### src/design/bbit_pkg.sv
// ----------------------------------------------------------------------------
// bbit_pkg: shared types and constants of the block biquad threshold core
// Field widths, register indexes, register reset values and the structs that
// carry coefficients and stage control between the modules.
// ----------------------------------------------------------------------------
package bbit_pkg;

  localparam int BLOCK_LEN_DEF  = 5;
  localparam int FRAC_BITS_DEF  = 14;

  localparam int SAMPLE_W = 16;
  localparam int COEF_W   = 16;
  localparam int Y_W      = 40;
  localparam int REG_IDX_W = 3;

  // Register indexes of the configuration port.
  localparam logic [REG_IDX_W-1:0] REG_COEF_B0 = 3'd0;
  localparam logic [REG_IDX_W-1:0] REG_COEF_B1 = 3'd1;
  localparam logic [REG_IDX_W-1:0] REG_COEF_B2 = 3'd2;
  localparam logic [REG_IDX_W-1:0] REG_COEF_A1 = 3'd3;
  localparam logic [REG_IDX_W-1:0] REG_COEF_A2 = 3'd4;
  localparam logic [REG_IDX_W-1:0] REG_LEVEL   = 3'd5;

  localparam logic signed [COEF_W-1:0] RST_COEF_B0 = 16'sd14133;
  localparam logic signed [COEF_W-1:0] RST_COEF_B1 = 16'sd0;
  localparam logic signed [COEF_W-1:0] RST_COEF_B2 = 16'sd0;
  localparam logic signed [COEF_W-1:0] RST_COEF_A1 = -16'sd2251;
  localparam logic signed [COEF_W-1:0] RST_COEF_A2 = 16'sd0;
  localparam logic signed [COEF_W-1:0] RST_LEVEL   = 16'sd50;

  typedef struct packed {
    logic signed [COEF_W-1:0] b0;
    logic signed [COEF_W-1:0] b1;
    logic signed [COEF_W-1:0] b2;
    logic signed [COEF_W-1:0] a1;
    logic signed [COEF_W-1:0] a2;
    logic signed [COEF_W-1:0] level;
  } coef_t;

  // Control of the compute step for the item held in the input register.
  typedef struct packed {
    logic advance;  // item leaves the input register this cycle
    logic active;   // position two or later: recursion runs
    logic last;     // last item of a block
  } ctrl_t;

endpackage

### src/design/bbit_result.sv
// ----------------------------------------------------------------------------
// bbit_result: result scaling, threshold flag and output register
// Drops the fraction toward zero, saturates to 16 bits, compares against the
// level and holds the result item until the sink takes it.
// ----------------------------------------------------------------------------
module bbit_result #(
  parameter int COEF_FRAC_BITS = bbit_pkg::FRAC_BITS_DEF
) (
  input  logic                                 clk_i,
  input  logic                                 rst_ni,
  input  logic signed [bbit_pkg::Y_W-1:0]      y_i,
  input  bbit_pkg::ctrl_t                      ctrl_i,
  input  logic signed [bbit_pkg::COEF_W-1:0]   level_i,
  input  logic                                 ready_i,
  output logic                                 free_o,
  output logic                                 valid_o,
  output logic signed [bbit_pkg::SAMPLE_W-1:0] filtered_o,
  output logic                                 above_o
);

  localparam int YW = bbit_pkg::Y_W;
  localparam int OW = bbit_pkg::SAMPLE_W;
  localparam logic signed [YW-1:0] RND = YW'((64'd1 << COEF_FRAC_BITS) - 64'd1);

  logic signed [YW-1:0] adj, r;
  logic signed [OW-1:0] filt;
  logic                 load;
  logic                 valid_q;
  logic signed [OW-1:0] filt_q;
  logic                 above_q;

  always_comb begin
    // Adding the fraction mask to negative values turns the floor shift into
    // truncation toward zero.
    adj = y_i + (y_i[YW-1] ? RND : '0);
    r   = adj >>> COEF_FRAC_BITS;
    if (r[YW-1:OW-1] == {(YW-OW+1){r[YW-1]}}) begin
      filt = r[OW-1:0];
    end else if (r[YW-1]) begin
      filt = {1'b1, {(OW-1){1'b0}}};
    end else begin
      filt = {1'b0, {(OW-1){1'b1}}};
    end
  end

  assign free_o = !valid_q || ready_i;
  assign load   = ctrl_i.advance && ctrl_i.last;

  always_ff @(posedge clk_i or negedge rst_ni) begin
    if (!rst_ni) begin
      valid_q <= 1'b0;
    end else if (load) begin
      valid_q <= 1'b1;
    end else if (ready_i) begin
      valid_q <= 1'b0;
    end
  end

  always_ff @(posedge clk_i) begin
    if (load) begin
      filt_q  <= filt;
      above_q <= filt > level_i;
    end
  end

  assign valid_o    = valid_q;
  assign filtered_o = filt_q;
  assign above_o    = above_q;

endmodule

### config.mk
export PLATFORM = sky130hd
export DESIGN_NAME = bbit_result
export DESIGN_NICKNAME = d
export VERILOG_FILES = /design/src/design/bbit_pkg.sv /design/src/design/bbit_result.sv
export SDC_FILE = /design/constraint.sdc
export NUM_CORES = 1
export LEC_CHECK = 0
export CAP_MARGIN = 20
export CORE_MARGIN = 2
export CORE_UTILIZATION = 24
export DETAILED_ROUTE_END_ITERATION = 10
export DONT_BUFFER_PORTS = 1
export SKIP_LAST_GASP = 1
export SLEW_MARGIN = 30
export SYNTH_ARGS = -nofsm -noshare
export SYNTH_HDL_FRONTEND = slang
export SYNTH_SLANG_ARGS = --single-unit
export TNS_END_PERCENT = 10
### constraint.sdc
create_clock -name clk_i -period 0.8 [get_ports clk_i]
set_input_delay 0.08 -clock clk_i [delete_from_list [all_inputs] [get_ports clk_i]]
set_output_delay 0.08 -clock clk_i [all_outputs]
set_load 0.005 [all_outputs]
==> flow_summary.ini <==
[cells_and_area]
n_antenna_cell = 0
most-common-layout-cells = buf_4 (75), ha_1 (21), inv_1 (20)
fin_area_um2 = 3282
nets = 424
final_util_pct = 35.52
finalNonFillerCells = 461
drive_above_1_share_pct = 36.75
layout_commonest_cell = buf_4
fillers = 941
syn_to_final_growth_pct = 44.04

[timing]
rsz0062_at_grt = true
fmax_mhz = 235.4
setup_tns_ns = -36.65
final_max_slew_viol_count = 0
final-hold-violation-count = 0
hold_slack_ns = 0.03975
post-route-period-util_pct = 531.1
setup_viol = 18
fin_crit_ns = 4.249
finalWorstSetupSlack_ns = -3.449
maxSlewHeadroom_pct = 73.62
fin_skew_ns = 0
worst_slew_pin_slew_ns = 0.3949

[critical_path]
worstSetupPathType = in2reg
end_kind = flop
crit_required_ns = 0.89
crit_fanout = 16
critical_path_arrival_ns = 4.34
start_kind = input pin

[detailed_routing]
via_per_inst = 4.822
wl_per_cell_um = 14.52
wl_um = 6694
final_antenna_net_count = 0
num_vias = 2223
drc_errors = 0
drtIter0Drc = 39
drt_first_pass_iters = 4

[yosys]
seq_area_frac_synth_pct = 23.50
async_flop_share_pct = 5.556
synthesis.area_um2 = 2278
synth.avg_cell_area_um2 = 9.077
postSynthCellCount = 251
synth-edff-count = 17
syn-num-nets = 342
yosysUniqueCellTypes = 56
synth_ff_type = edfxtp_1
ys_seq_elements = 18
yosys_warnings = 0

[pwr]
netSwitchingFraction_pct = 28.19
pwr-share-clk_pct = 23.0
powerDensity_nw_per_um2 = 929.1
p_int_mw = 2.190
seqPwrFrac_pct = 37.4
ir_drop_uv = 615.9
p_switching_mw = 0.8594
total_power_mw = 3.049
power.leakage_nw = 1.362
combinationalPowerShare_pct = 39.6

[clock_tree]
cts-buffers-inserted = 3
h-tree-depth = 1
clk_pin_slew_worst_paths_ns = 0.06
clock_sinks = 18
cts_tree = yes
clk_latency_ns = 0.24
cts-root-buf = clkbuf_8
cts_buffer_depth = 2

[run_status]
status = finished with violations
failed_checks = setup timing

[place]
dpl_cell_area_um2 = 3171
dp_hpwl_um = 5952
numPortBuffers = 0
preCtsSetupSlack_ns = -3.754
place_inst = 454
gp_congestion = 0.8314

[floorplan]
start_util_pct = 24.66
io_pins = 81
core_um2 = 9240
die_area_um2 = 10290
dieHeight_um = 101.4
die_w_um = 101.4
row_count = 35

[global_route]
grtUsageTotal_pct = 13.27
grt_pass1_vias = 2319
grt_max_degree = 18
grt_pass1_wl_um = 11190
antenna_found_initial = 0
grt_overflow = 0

[job]
max_cap_violations = 0

[min_path]
hp-class = in2async
state kept, by name, summed over array words and instances (netlist names):
signal,count
above_o,1
valid_o,1
filtered_o,16
synthesized netlist by cell type, types with 6 or more instances:
cell type | n | area [µm²]
a21o_1 | 6 | 45.04
a21oi_1 | 20 | 100.1
and3_1 | 7 | 43.79
edfxtp_1 | 17 | 510.5
ha_1 | 29 | 362.9
inv_1 | 20 | 75.07
nand2_1 | 19 | 71.32
nand3_1 | 13 | 65.06
nand4_1 | 6 | 37.54
nor2_1 | 11 | 41.29
nor3_1 | 7 | 35.03
o21a_1 | 9 | 67.56
o21ai_0 | 13 | 65.06
xnor2_1 | 9 | 78.83
power by group through the flow:
stage / logic [mW] / clock network (mW) / registers (mW)
after floorplan: 0.751 / 0 / 1.15
after global placement: 1.16 / 0 / 1.16
after detailed placement: 1.19 / 0 / 1.16
after CTS: 1.21 / 0.722 / 1.14
after global routing: 1.35 / 0.768 / 1.15
final: 1.21 / 0.701 / 1.14
what timing repair did:
item	CTS	global route
pin swaps	3	1
buffers inserted	1	0
endpoints found under the hold margin	2	0
hold buffers	2	0
setup endpoints to repair	18	18
resized for setup	2	1
worst paths after layout:
path | slack (ns) | startpoint | end | cells past startpoint
worst min register to register | 0.55 | valid_o | valid_o | 2
max in group asynchronous | 0.66 | rst_ni | valid_o | 1
worst max register to register | 0.13 | valid_o | valid_o | 2
worst max-delay path | -3.45 | y_i[39] | above_o | 21
min in group clk_i | 0.05 | ready_i | valid_o | 2
worst min-delay path | 0.04 | rst_ni | valid_o | 1
layer usage:
metal | up-vias | share of wire, % | track usage [%] | wire [µm]
met5 | - | 0 | 0 | 0
met4 | 0 | 0 | 1.247 | 0
met3 | 0 | 5.6 | 2.761 | 376
met2 | 53 | 53 | 25.17 | 3515
met1 | 1024 | 42 | 15.85 | 2802
li1 | 1146 | - | - | -
worst max-delay path, cell delays in order:
cell and delay, ns:
ha_4 0.26, nand3_2 0.09, a2111oi_4 0.36, o211ai_2 0.22, a2111oi_4 0.38, xnor2_2 0.17, inv_2 0.06, or4b_4 0.52
o22ai_4 0.24, a31o_4 0.19, o21ai_2 0.06, ha_1 0.29, nor2b_1 0.13, o21a_1 0.16, o21a_1 0.16, o21a_1 0.16
o21a_1 0.16, o21a_1 0.16, nor2_1 0.08, o221a_2 0.19, mux2i_1 0.20
kinds of logic after synthesis:
family                   after synthesis  share of synthesized area [%]
adder cells (fa/ha/maj)               29                          15.93
multiplexers                           1                         0.4393
AO/OA/AOI/OAI                         87                          30.48
XOR/XNOR                              13                          4.997
flip-flops                            18                          23.50
buffers and inverters                 22                          3.789
AND/OR/NAND/NOR                       81                          20.87
area by class of cell:
type,count,area (µm²),area share [%]
multi-input cells,211,1848,56.31
clock buffers,4,55.05,1.677
well taps,129,161.4,4.918
inverters,21,78.83,2.402
flip-flops and latches,18,535.5,16.32
repair buffers,78,603.1,18.38
Note: power is estimated with default switching activity, not from simulation.
