[config.mk]
export PLATFORM = sky130hd
export DESIGN_NAME = bbit_cfg_regs
export DESIGN_NICKNAME = d
export VERILOG_FILES = /design/src/design/bbit_pkg.sv /design/src/design/bbit_cfg_regs.sv
export SDC_FILE = /design/constraint.sdc
export NUM_CORES = 1
export LEC_CHECK = 0
export BUFFER_PORTS_ARGS = -buffer_cell sky130_fd_sc_hd__buf_2
export CORE_ASPECT_RATIO = 0.9
export CORE_MARGIN = 10
export CORE_UTILIZATION = 50
export DETAILED_ROUTE_END_ITERATION = 7
export MAX_ROUTING_LAYER = met4
export PLACE_DENSITY = 0.85
export RECOVER_POWER = 25
export SYNTH_ARGS = -nofsm -noshare
export SYNTH_HDL_FRONTEND = slang
export SYNTH_SLANG_ARGS = --single-unit
[constraint.sdc]
create_clock -name clk_i -period 1.2 [get_ports clk_i]
set_input_delay 0.24 -clock clk_i [delete_from_list [all_inputs] [get_ports clk_i]]
set_output_delay 0.24 -clock clk_i [all_outputs]
set_load 0.02 [all_outputs]
[src/design/bbit_pkg.sv]
// ----------------------------------------------------------------------------
// bbit_pkg: shared types and constants of the block biquad threshold core
// Field widths, register indexes, register reset values and the structs that
// carry coefficients and stage control between the modules.
// ----------------------------------------------------------------------------
package bbit_pkg;

  localparam int BLOCK_LEN_DEF  = 5;
  localparam int FRAC_BITS_DEF  = 14;

  localparam int SAMPLE_W = 16;
  localparam int COEF_W   = 16;
  localparam int Y_W      = 40;
  localparam int REG_IDX_W = 3;

  // Register indexes of the configuration port.
  localparam logic [REG_IDX_W-1:0] REG_COEF_B0 = 3'd0;
  localparam logic [REG_IDX_W-1:0] REG_COEF_B1 = 3'd1;
  localparam logic [REG_IDX_W-1:0] REG_COEF_B2 = 3'd2;
  localparam logic [REG_IDX_W-1:0] REG_COEF_A1 = 3'd3;
  localparam logic [REG_IDX_W-1:0] REG_COEF_A2 = 3'd4;
  localparam logic [REG_IDX_W-1:0] REG_LEVEL   = 3'd5;

  localparam logic signed [COEF_W-1:0] RST_COEF_B0 = 16'sd14133;
  localparam logic signed [COEF_W-1:0] RST_COEF_B1 = 16'sd0;
  localparam logic signed [COEF_W-1:0] RST_COEF_B2 = 16'sd0;
  localparam logic signed [COEF_W-1:0] RST_COEF_A1 = -16'sd2251;
  localparam logic signed [COEF_W-1:0] RST_COEF_A2 = 16'sd0;
  localparam logic signed [COEF_W-1:0] RST_LEVEL   = 16'sd50;

  typedef struct packed {
    logic signed [COEF_W-1:0] b0;
    logic signed [COEF_W-1:0] b1;
    logic signed [COEF_W-1:0] b2;
    logic signed [COEF_W-1:0] a1;
    logic signed [COEF_W-1:0] a2;
    logic signed [COEF_W-1:0] level;
  } coef_t;

  // Control of the compute step for the item held in the input register.
  typedef struct packed {
    logic advance;  // item leaves the input register this cycle
    logic active;   // position two or later: recursion runs
    logic last;     // last item of a block
  } ctrl_t;

endpackage

[src/design/bbit_cfg_regs.sv]
// ----------------------------------------------------------------------------
// bbit_cfg_regs: configuration register file
// Holds the five filter coefficients and the compare level; writes to
// unused indexes are dropped.
// ----------------------------------------------------------------------------
module bbit_cfg_regs (
  input  logic                                 clk_i,
  input  logic                                 rst_ni,
  input  logic                                 cfg_we_i,
  input  logic [bbit_pkg::REG_IDX_W-1:0]       cfg_idx_i,
  input  logic [bbit_pkg::COEF_W-1:0]          cfg_wdata_i,
  output bbit_pkg::coef_t                      coef_o
);

  bbit_pkg::coef_t coef_q, coef_d;

  always_comb begin
    coef_d = coef_q;
    if (cfg_we_i) begin
      unique case (cfg_idx_i)
        bbit_pkg::REG_COEF_B0: coef_d.b0    = cfg_wdata_i;
        bbit_pkg::REG_COEF_B1: coef_d.b1    = cfg_wdata_i;
        bbit_pkg::REG_COEF_B2: coef_d.b2    = cfg_wdata_i;
        bbit_pkg::REG_COEF_A1: coef_d.a1    = cfg_wdata_i;
        bbit_pkg::REG_COEF_A2: coef_d.a2    = cfg_wdata_i;
        bbit_pkg::REG_LEVEL:   coef_d.level = cfg_wdata_i;
        default:               coef_d       = coef_q;
      endcase
    end
  end

  always_ff @(posedge clk_i or negedge rst_ni) begin
    if (!rst_ni) begin
      coef_q.b0    <= bbit_pkg::RST_COEF_B0;
      coef_q.b1    <= bbit_pkg::RST_COEF_B1;
      coef_q.b2    <= bbit_pkg::RST_COEF_B2;
      coef_q.a1    <= bbit_pkg::RST_COEF_A1;
      coef_q.a2    <= bbit_pkg::RST_COEF_A2;
      coef_q.level <= bbit_pkg::RST_LEVEL;
    end else begin
      coef_q <= coef_d;
    end
  end

  assign coef_o = coef_q;

endmodule

==> flow_summary.ini <==
[cells_and_area]
multi_input_area_um2 = 1290
nNetsFinal = 392
largest_reg_flops = 96
num_antenna_cells = 0
area_delta_synth_final_pct = 41.9
regArea_um2 = 2430
nFillCells = 440
stdcell_area_um2 = 5260
drive_above_1_share_pct = 79.2

[sta]
finalSetupViolations = 23
tightest_slew_ps = 533
skew_ps = 0
fin_crit_sh_pct = 106
grt_setup_unrepaired = true
whs_ps = 183
slew_violations = 0
layout_setup_ws_ps = -74.4
fin_crit_ps = 1270
hold_viol_final = 0
max_slew_margin_pct = 64.5
fin_tns_setup_ps = -1310
max_freq_mhz = 785

[critical_path]
cp_cell_sequence = buf_6
cpPeakStageDelay_ps = 560
cpLargestDelayFamily = flip-flops
crit_buf_inv = 1
cp_slowest_cell = dfstp_2
cp-startpoint = coef_o[46]$_DFFE_PN1P_
r2r_cells = 3
end_kind = output pin
crit_fanout = 2
critical_path.startpoint_type = register
rr_endpoint = coef_o[89]$_DFFE_PN1P_
path_class = reg2out
ff2ff_setup_slack_ps = 240
reg2reg_from = coef_o[89]$_DFFE_PN1P_
critical_path_arrival_ps = 1030
critical_path_required_ps = 960

[power_and_ir_drop]
leakagePower_uw = 0.00253
p_switching_uw = 3280
p_comb_share_pct = 34.6
power_frac_seq_pct = 44.8
power.share.clock_pct = 20.6
ir_drop_uv = 1080
p_int_uw = 6810
netSwitchingFraction_pct = 32.5
power_density_nw_per_um2 = 1920

[synthesis]
avgSynthCellArea_um2 = 17.8
yosys.area_share.simple_pct = 2.46
yosysSeqAreaShare_pct = 65.6
synthAdderAreaFrac_pct = 0
synthesis.area_um2 = 3710
muxShareOfSynthArea_pct = 29.2
synth_compound_area_share_pct = 0
synth_top_family_by_area = multiplexers
netlist-cell-type-count = 11
synthXorXnorAreaFrac_pct = 0
synthCells = 208
ys_ff_latch = 96
syn_nets = 230
ys_warn_count = 0

[clock_tree]
clockBufferDepth = 2
path_clk_slew_ps = 90
clk_latency_ps = 350
numCtsBuffers = 9
root_buffer = clkbuf_8
h-tree-depth = 3
cts_tree = built
clock_sinks = 96

[status]
violations = setup timing
outcome = finished, violations left

[global_route]
grt_pass1_vias = 2518
antenna_found_initial = 0
grt_pass1_wl_um = 14900
grt_max_degree = 61
grtUsageTotal_pct = 17.4
overflow = 0

[drt]
wire_per_inst_um = 20.9
topRoutingLayerUsed = met4
num_vias = 2395
antenna_left = 0
wl_met2_um = 4670
drt_pass1_iterations = 4
wl_met1_um = 4310
first_iter_violations = 39
wl_met3_um = 708
wirelength_um = 9780
drc_errors = 0
viasPerCell = 5.12

[run]
drv_cap = 0

[min_path]
min_delay_worst_endpoint = coef_o[82]$_DFFE_PN1P_
hp-start = cfg_wdata_i[2]
hold-path-cell-count = 2
hold_path.class = in2reg

[placed_design]
placed_area_um2 = 4650
io_buffers = 117
place.gp.congestion = 0.733
detailed_place_hpwl_um = 6660

[floorplanning]
dieHeight_um = 102
ios = 118
num_rows = 29
start_util_pct = 51.9
core-area_um2 = 7150
dieArea_um2 = 11300
dieWidth_um = 111
[worst max-delay path by stage]
stage	to	slack (ps)	depth (start not counted)
2_1_floorplan	coef_o[81]$_DFFE_PN0P_	-220	4
3_3_place_gp	coef_o[86]$_DFFE_PN0P_	-190	4
3_5_place_dp	coef_o[87]$_DFFE_PN0P_	-220	4
4_1_cts	coef_o[40]	-80	1
5_1_grt	coef_o[46]	-120	1
6_report	coef_o[46]	-70	1
[cells by family after synthesis]
family / after synthesis
buffers and inverters: 10
flip-flops: 96
AND/OR/NAND/NOR: 6
multiplexers: 96
[routing by layer]
layer  track usage (%)  vias up
met3              7.27       11
li1                  -     1073
met2              25.5       94
met1              22.0     1217
met5                 -        -
met4              3.70        0
[layout make-up]
cell class	instances	area share (%)
sequential	96	46.2
multi-input combinational	102	24.6
timing repair buffer	161	23.3
clock buffer	10	2.43
tap	93	2.21
clock inverter	6	1.28
[stage by stage]
stage / power, uW / setup WS (ps) / instances / utilization (%)
5_1_grt: 10600 / -124 / 468 / 73.6
3_3_place_gp: 7290 / -189 / 422 / 65.0
6_report: 10100 / -74.4 / 468 / 73.6
4_1_cts: 9770 / -82.0 / 442 / 70.2
3_5_place_dp: 7400 / -224 / 422 / 65.0
2_1_floorplan: 6220 / -223 / 208 / -
[power by group through the flow]
| stage | logic, uW | clock network [uW] | registers, uW |
|---|---|---|---|
| after floorplan | 833 | 0 | 5390 |
| after global placement | 2820 | 0 | 4470 |
| after detailed placement | 2890 | 0 | 4510 |
| after CTS | 3130 | 2130 | 4500 |
| after global routing | 3690 | 2290 | 4610 |
| final | 3500 | 2080 | 4520 |
[Yosys cell counts]
cell type | instances | area share (%)
nor4b_4 | 1 | 0.64
dfrtp_1 | 73 | 49
buf_8 | 1 | 0.40
dfstp_2 | 23 | 16
buf_2 | 2 | 0.27
mux2_1 | 1 | 0.30
buf_6 | 7 | 2.1
mux2_2 | 95 | 29
and4bb_2 | 2 | 0.67
and4bb_1 | 1 | 0.34
nand4b_2 | 2 | 0.81
[layout by cell type, fill, tap and decap left out]
cell / n
dfstp_2: 23
clkbuf_1: 2
nand4b_2: 2
inv_6: 1
clkinvlp_4: 2
and4bb_1: 1
buf_4: 36
clkbuf_4: 1
dlygate4sd3_1: 1
clkbuf_8: 9
mux2_1: 1
and4bb_2: 2
clkinv_4: 1
mux2_2: 63
bufinv_16: 1
buf_6: 35
nor4b_4: 1
buf_12: 7
dfrtp_1: 73
mux2_4: 32
clkinv_2: 1
buf_2: 80
[what timing repair did]
action | in CTS | in global routing
hold buffers | 1 | 0
pin swaps | 0 | 0
hold endpoints to repair | 73 | 0
buffers inserted | 3 | 26
gates cloned | 0 | 0
endpoints found under the setup margin | 23 | 55
gates resized for setup | 46 | 25
Power figures use the tool's default switching activity.
